<file path="src/rtl/core/sacp_pkg.sv">
// ----------------------------------------------------------------------------
// sacp_pkg
// Shared types and constants of the set-associative cache with prefetch.
// ----------------------------------------------------------------------------
package sacp_pkg;

	localparam int SETS      = 256;
	localparam int WAYS      = 8;
	localparam int ADDR_BITS = 48;
	localparam int SET_W     = 8;
	localparam int WAY_W     = 3;
	localparam int AGE_W     = 3;
	localparam int CNT_W     = 32;
	localparam logic [4:0] MAX_OFFSET   = 5'd16;
	localparam logic [3:0] MAX_INDEX    = 4'd8;
	localparam logic [3:0] MAX_WAYS     = 4'd8;
	localparam logic [3:0] MAX_PREFETCH = 4'd8;

	typedef enum logic [2:0] {
		REG_OFFSET   = 3'd0,
		REG_INDEX    = 3'd1,
		REG_WAYS     = 3'd2,
		REG_LRU      = 3'd3,
		REG_PREFETCH = 3'd4
	} reg_idx_t;

	typedef struct packed {
		logic                 mode;
		logic [ADDR_BITS-1:0] address;
	} req_t;

	typedef struct packed {
		logic             hit;
		logic [3:0]       mem_reads;
		logic             mem_write;
		logic [CNT_W-1:0] total_hits;
		logic [CNT_W-1:0] total_misses;
		logic [CNT_W-1:0] total_reads;
		logic [CNT_W-1:0] total_writes;
	} res_t;

	typedef struct packed {
		logic [WAY_W-1:0]                head;
		logic [WAYS-1:0]                 valid;
		logic [WAYS-1:0][AGE_W-1:0]      age;
		logic [WAYS-1:0][ADDR_BITS-1:0]  tag;
	} row_t;

	typedef struct packed {
		logic [3:0] ways;
		logic       lru;
	} pol_t;

	function automatic logic [CNT_W-1:0] sat_add(input logic [CNT_W-1:0] a,
			input logic [3:0] b);
		logic [CNT_W:0] s;
		s = {1'b0, a} + (CNT_W+1)'(b);
		return s[CNT_W] ? '1 : s[CNT_W-1:0];
	endfunction

endpackage

</file>
<file path="src/rtl/core/sacp_set_update.sv">
// ----------------------------------------------------------------------------
// sacp_set_update
// Lookup, victim choice and age update over one set row.
// ----------------------------------------------------------------------------
module sacp_set_update (
	input  sacp_pkg::row_t                   cur,
	input  logic [sacp_pkg::ADDR_BITS-1:0]   tag,
	input  sacp_pkg::pol_t                   pol,
	input  logic                             touch_hit,
	output logic                             hit,
	output sacp_pkg::row_t                   nxt
);

	logic [sacp_pkg::WAYS-1:0]  in_use, match, empty;
	logic [sacp_pkg::WAY_W-1:0] hit_way, empty_way, lru_way, fifo_way, head_nxt, sel;
	logic [sacp_pkg::AGE_W-1:0] old_age, top_age;
	logic                       f_hit, f_empty, do_touch;

	always_comb begin
		top_age = sacp_pkg::AGE_W'(pol.ways - 4'd1);
		for (int w = 0; w < sacp_pkg::WAYS; w++) begin
			in_use[w] = 4'(w) < pol.ways;
			match[w]  = in_use[w] && cur.valid[w] && (cur.tag[w] == tag);
			empty[w]  = in_use[w] && !cur.valid[w];
		end
		hit_way = '0; empty_way = '0; f_hit = 1'b0; f_empty = 1'b0;
		for (int w = 0; w < sacp_pkg::WAYS; w++) begin
			if (match[w] && !f_hit) begin
				hit_way = sacp_pkg::WAY_W'(w);
				f_hit = 1'b1;
			end
			if (empty[w] && !f_empty) begin
				empty_way = sacp_pkg::WAY_W'(w);
				f_empty = 1'b1;
			end
		end
		lru_way = '0;
		for (int w = 1; w < sacp_pkg::WAYS; w++) begin
			if (in_use[w] && cur.age[w] < cur.age[lru_way])
				lru_way = sacp_pkg::WAY_W'(w);
		end
		fifo_way = ({1'b0, cur.head} < pol.ways) ? cur.head : '0;
		head_nxt = ((4'(fifo_way) + 4'd1) >= pol.ways) ? '0 : fifo_way + 3'd1;

		nxt = cur;
		hit = |match;
		if (hit) begin
			sel = hit_way;
			old_age = cur.age[hit_way];
			do_touch = pol.lru && touch_hit;
		end else begin
			if (f_empty) begin
				sel = empty_way;
				old_age = '0;
			end else if (pol.lru) begin
				sel = lru_way;
				old_age = cur.age[lru_way];
			end else begin
				sel = fifo_way;
				old_age = '0;
				nxt.head = head_nxt;
			end
			do_touch = pol.lru;
			nxt.tag[sel] = tag;
			nxt.valid[sel] = 1'b1;
			if (!pol.lru)
				nxt.age[sel] = '0;
		end
		if (do_touch) begin
			for (int j = 0; j < sacp_pkg::WAYS; j++) begin
				if (in_use[j] && sacp_pkg::WAY_W'(j) != sel && cur.valid[j]
						&& cur.age[j] > old_age)
					nxt.age[j] = cur.age[j] - 3'd1;
			end
			nxt.age[sel] = top_age;
		end
	end

endmodule

</file>
<file path="config.mk">
export PLATFORM = sky130hd
export DESIGN_NAME = sacp_set_update
export DESIGN_NICKNAME = d
export VERILOG_FILES = /design/src/rtl/core/sacp_pkg.sv /design/src/rtl/core/sacp_set_update.sv
export SDC_FILE = /design/constraint.sdc
export NUM_CORES = 1
export LEC_CHECK = 0
export ABC_AREA = 1
export BUFFER_PORTS_ARGS = -buffer_cell sky130_fd_sc_hd__buf_2
export CAP_MARGIN = 0
export CORE_AREA = 2 2 348 350
export DETAILED_ROUTE_END_ITERATION = 7
export DIE_AREA = 0 0 350 352
export GPL_TIMING_DRIVEN = 0
export PLACE_DENSITY = 0.4
export RECOVER_POWER = 50
export SLEW_MARGIN = 20
export SYNTH_ARGS = -nofsm -noshare
export SYNTH_HDL_FRONTEND = slang
export SYNTH_SLANG_ARGS = --single-unit
</file>
<file path="constraint.sdc">
create_clock -name vclk -period 26.7
set_input_delay 6.675 -clock vclk [all_inputs]
set_output_delay 6.675 -clock vclk [all_outputs]
set_load 0.005 [all_outputs]
</file>
==> reports/metrics.cfg, run 1 <==
[run_status]
status=finished, violations left
violations=max-capacitance violations, max-slew violations

[floorplanning]
io_pins=893
initial_utilization=0.127
die_x_um=350
placement_rows=127
die_y_um=352
die-area_um2=123000
core_area_um2=119000

[global_routing]
met2_usage=0.509
grt_pass1_vias=25621
use_met3=0.0831
met1_usage=0.416
track_usage=0.327
gr-total-overflow=0
grt_pass1_wl_mm=264
grt_max_degree=11
grt-busiest-layer=met2
grt_antenna_before_repair=79

[synthesis]
synth_cell_types=61
seq_area_frac_synth=0
synth_top_area_share=0.184
yosys_warnings=0
syn_nets=3427
syn_inst=2915
syn_area_per_cell_um2=5.20
syn_area_um2=15200
yosysTopAreaCell=nand2_1
ys_top_cells_by_area=nand2_1 18%, xor2_1 9.5%, o21ai_1 8.2%

[drt]
drc=0
firstDrtPassIters=6
first_iter_violations=3340
viasPerCell=4.96
drtAntennaViolNets=0
totalWireLength_mm=213
vias=27039
wire_per_inst_um=39.0

[pwr]
power_density_nw_per_um2=34.7
peakVddDrop_v=0.0000197
p_leak_nw=11.2
finalPower_uw=773

[timing]
fin_crit_ps=25990
min_period_over_period=0.973
setup_ws_ps=708
rsz0062_at_grt=no
report.final.slew_viol_count=10
holdWs_ps=13660
max_freq_ghz=0.0385
finalSetupViolCount=0
finalHoldViolCount=0
setup_tns_ps=0
slew_headroom=-0.0118
worst_pin_slew_ps=1520

[critical_path]
crit_fanout=10
crit_family=compound AO/OA/AOI/OAI gates
cp-endpoint=nxt[376]
arrival_ps=19320
crit_cells=60
slowest_stage=nor2_2
crit_buf_inv=16
cp_slowest_stage_delay_ps=770
path_class=input port to primary output
crit_required_ps=20020
cp-end-kind=primary output
startpoint_type=input port
cp-startpoint=cur[386]

[layout]
final_cell_mix=767 x buf_2, 746 x nand2_1, 307 x inv_1
fin_cells=5453
seq_cell_count=0
nets=4327
num-clock-buffers=0
stdcell_area_um2=22300
regArea_um2=0
drive_gt1_frac=0.270
area_growth_pct=47.2
final_common_cell=buf_2
final_util=0.187

[hold_path]
hp-class=input port to primary output

[place]
dpl.cell_count=5423
portBuffers=861
placed_cell_area_um2=22400
gp_congestion=1.01
hpwl_mm=181
pre_cts_slack_ps=493

[run]
cap_violations=1

-- logic make-up after synthesis --
kind of cell,count (synthesis),synth area share
xor+xnor,265,0.153
buf+inv,514,0.135
fa+ha+maj,39,0.0322
compound gates,602,0.219
simple gates,1495,0.461
-- final cells by class --
type                       count  area, µm²
multi-input combinational   2401      13000
buffer                       157        753
fill                       14443      97000
tap                         1612       2020
inverter                     357       1350
antenna                       28       70.1
timing repair buffer         898       5070
-- worst min-delay path, delay by kind of cell --
family / cells / cell delay [ps]
AO/OA/AOI/OAI: 1 / 50
buffers and inverters: 2 / 210
AND/OR/NAND/NOR: 1 / 50
-- Yosys cell counts (all sizes together), types with 2 or more instances --
cell type / n
nand2: 776
o21ai: 447
inv: 341
nor2: 245
xor2: 164
nand3: 149
a21oi: 106
xnor2: 101
nor4: 97
clkbuf: 87
nand4: 77
buf: 70
nor3: 45
ha: 39
or2: 39
nand3b: 27
clkinv: 16
nor3b: 12
nor4b: 12
o2111ai: 12
a211oi: 9
o211ai: 8
or4: 6
and3: 5
a31oi: 4
o22ai: 4
o221ai: 3
a2111oi: 2
a21boi: 2
or3b: 2
-- worst min-delay path by stage --
stage	start	end	slack, ps	cells past startpoint
final	cur[163]	nxt[163]	13660	4
after detailed placement	cur[163]	nxt[163]	13660	4
after global routing	cur[6]	nxt[6]	13690	4
after global placement	cur[6]	nxt[6]	13660	4
after floorplan	cur[415]	nxt[415]	13440	2
after CTS	cur[6]	nxt[6]	13660	4
-- layer usage --
metal,part of all wire,up-vias
li1,-,11497
met1,0.41,13230
met2,0.43,1850
met3,0.098,414
met4,0.060,48
met5,0.0014,-
-- power by group --
group	internal, mW	switching, mW
Sequential	0	0
Clock	0.0000000336	0
Combinational	0.229	0.545
-- what timing repair did --
item | CTS | global route
setup buffers | 0 | 2
resized for setup | 0 | 2
hold buffers | 0 | 0
setup endpoints to repair | 0 | 24
No activity file was read; power rests on OpenSTA's default activity.
==> inputs of run 2 (changes only) <==
--- a/config.mk
+++ b/config.mk
@@ -5,12 +5,11 @@
 export SDC_FILE = /design/constraint.sdc
 export NUM_CORES = 1
 export LEC_CHECK = 0
-export ABC_AREA = 1
 export BUFFER_PORTS_ARGS = -buffer_cell sky130_fd_sc_hd__buf_2
 export CAP_MARGIN = 0
-export CORE_AREA = 2 2 348 350
+export CORE_AREA = 2 2 346 348
 export DETAILED_ROUTE_END_ITERATION = 7
-export DIE_AREA = 0 0 350 352
+export DIE_AREA = 0 0 348 350
 export GPL_TIMING_DRIVEN = 0
 export PLACE_DENSITY = 0.4
 export RECOVER_POWER = 50
==> reports/metrics.cfg, run 2 <==
[global_routing]
gr-total-overflow=0
track_usage=0.310
grt_pass1_vias=21478
grt_antenna_before_repair=110
grt_pass1_wl_mm=243
grt_max_degree=11

[critical_path]
cpMostUsedCell=ha_1
crit_required_ps=20020
cp_slowest_stage_delay_ps=640
startpoint_type=input port
crit_fanout=10
crit_family=compound AO/OA/AOI/OAI gates
slowest_stage=clkbuf_1
cp-end-kind=primary output
path_class=input port to primary output
crit_buf_inv=9
arrival_ps=19650

[floorplanning]
placement_rows=126
die_y_um=350
initial_utilization=0.125
die_x_um=348
die-area_um2=122000
core_area_um2=118000
io_pins=893

[drt]
vias=22596
wl_met2_mm=87.2
wl_met1_mm=77.2
drtAntennaViolNets=0
route.met3.wl_mm=20.4
totalWireLength_mm=200
first_iter_violations=2554
drc=0
viasPerCell=5.13
wire_per_inst_um=45.3
top_layer=met5
firstDrtPassIters=6

[clock_network]
cts-hold-fix-buffers=0

[synthesis]
ys_top_cells_by_area=mux2_2 25%, xnor2_1 12%, xor2_1 11%
syn_area_um2=14700
syn_inst=1988
yosys_warnings=0
synthMostInstantiatedCell=mux2_2
yosysTopAreaCell=mux2_2
syn_area_per_cell_um2=7.39
syn_nets=2500
synth_commonest_cells=332 x mux2_2, 226 x nand2_1, 199 x xnor2_1
synth_top_area_share=0.255
seq_area_frac_synth=0
synth_cell_types=101

[layout]
final_common_cell=buf_2
num-clock-buffers=0
regArea_um2=0
area_growth_pct=44.4
nets=3353
seq_cell_count=0
final_cell_mix=970 x buf_2, 332 x mux2_2, 224 x nand2_1
drive_gt1_frac=0.491

[place]
hpwl_mm=165
portBuffers=843
gp_congestion=1.00

[hold_path]
min_path_cells=4
hp-start=cur[329]
hp-class=input port to primary output
hold_path_end=nxt[329]

[timing]
min_period_over_period=0.986
report.final.slew_viol_count=0
fin_crit_ps=26320
worst_pin_slew_ps=1420
rsz0062_at_grt=yes
finalSetupViolCount=0
max_freq_ghz=0.0380
setup_tns_ps=0
finalHoldViolCount=0
slew_headroom=0.0268

[run]
cap_violations=1

[run_status]
status=finished, violations left
violations=max-capacitance violations

[run 2: changes by cell type in the layout (fill, tap and decap cells not counted), sizes merged, moves of 27 or more]
cell | previous run | this run
nand2 | 776 | 226
o21ai | 447 | 67
mux2 | 0 | 333
inv | 341 | 35
clkbuf | 240 | 39
buf | 815 | 987
nor2 | 245 | 74
nand3 | 149 | 39
xnor2 | 101 | 199
a21oi | 106 | 37
nand4 | 77 | 115
or2 | 39 | 7
nor2b | 0 | 29
nand3b | 27 | 0
[run 2: how the worst max path moves through the flow]
stage	startpoint	endpoint	slack [ps]	depth (start not counted)
after floorplan	cur[385]	nxt[395]	1840	53
after detailed placement	cur[385]	nxt[388]	-730	55
after global placement	cur[385]	nxt[388]	-1810	53
after CTS	cur[385]	nxt[398]	40	57
final	cur[385]	nxt[310]	380	53
after global routing	cur[385]	nxt[310]	-60	57
[run 2: metrics by stage]
step / cell area, µm² / hold slack [ps] / std cells / util / setup slack, ps
finish: 21200 / 13650 / 4406 / 0.180 / 378
CTS: 21000 / 13650 / 4371 / 0.178 / 39.3
floorplan: 14700 / 13430 / 1988 / - / 1840
global route: 21100 / 13670 / 4378 / 0.180 / -58.5
detailed placement: 20900 / 13650 / 4370 / 0.178 / -728
global placement: 20800 / 13660 / 4367 / 0.177 / -1810
[run 2: cell type report]
type                            instances  area, µm²
Tap cell                             1536       1920
Multi-Input combinational cell       1777      13900
Antenna cell                           31       77.6
Fill cell                           13747      96600
Timing Repair Buffer                  852       4340
Inverter                               36        135
Buffer                                174        867
[run 2: kinds of logic after synthesis]
family / after synthesis / synth area share
AOI/OAI and AO/OA: 268 / 0.133
xor gates and xnor gates: 381 / 0.227
and+or+nand+nor: 731 / 0.266
muxes: 347 / 0.265
buffers and inverters: 211 / 0.0675
adders and majority gates: 50 / 0.0411
[run 2: timing repair]
action                                  CTS  global route
endpoints found under the setup margin  343           413
pin swaps                                 1             3
gates cloned                              0             0
resized for setup                        13            32
setup buffers                             2             4
[run 2: routing by layer]
layer	GRT usage	vias up
li1	-	9068
met3	0.0975	511
met2	0.489	1791
met1	0.370	11146
met4	0.183	80
met5	0	-
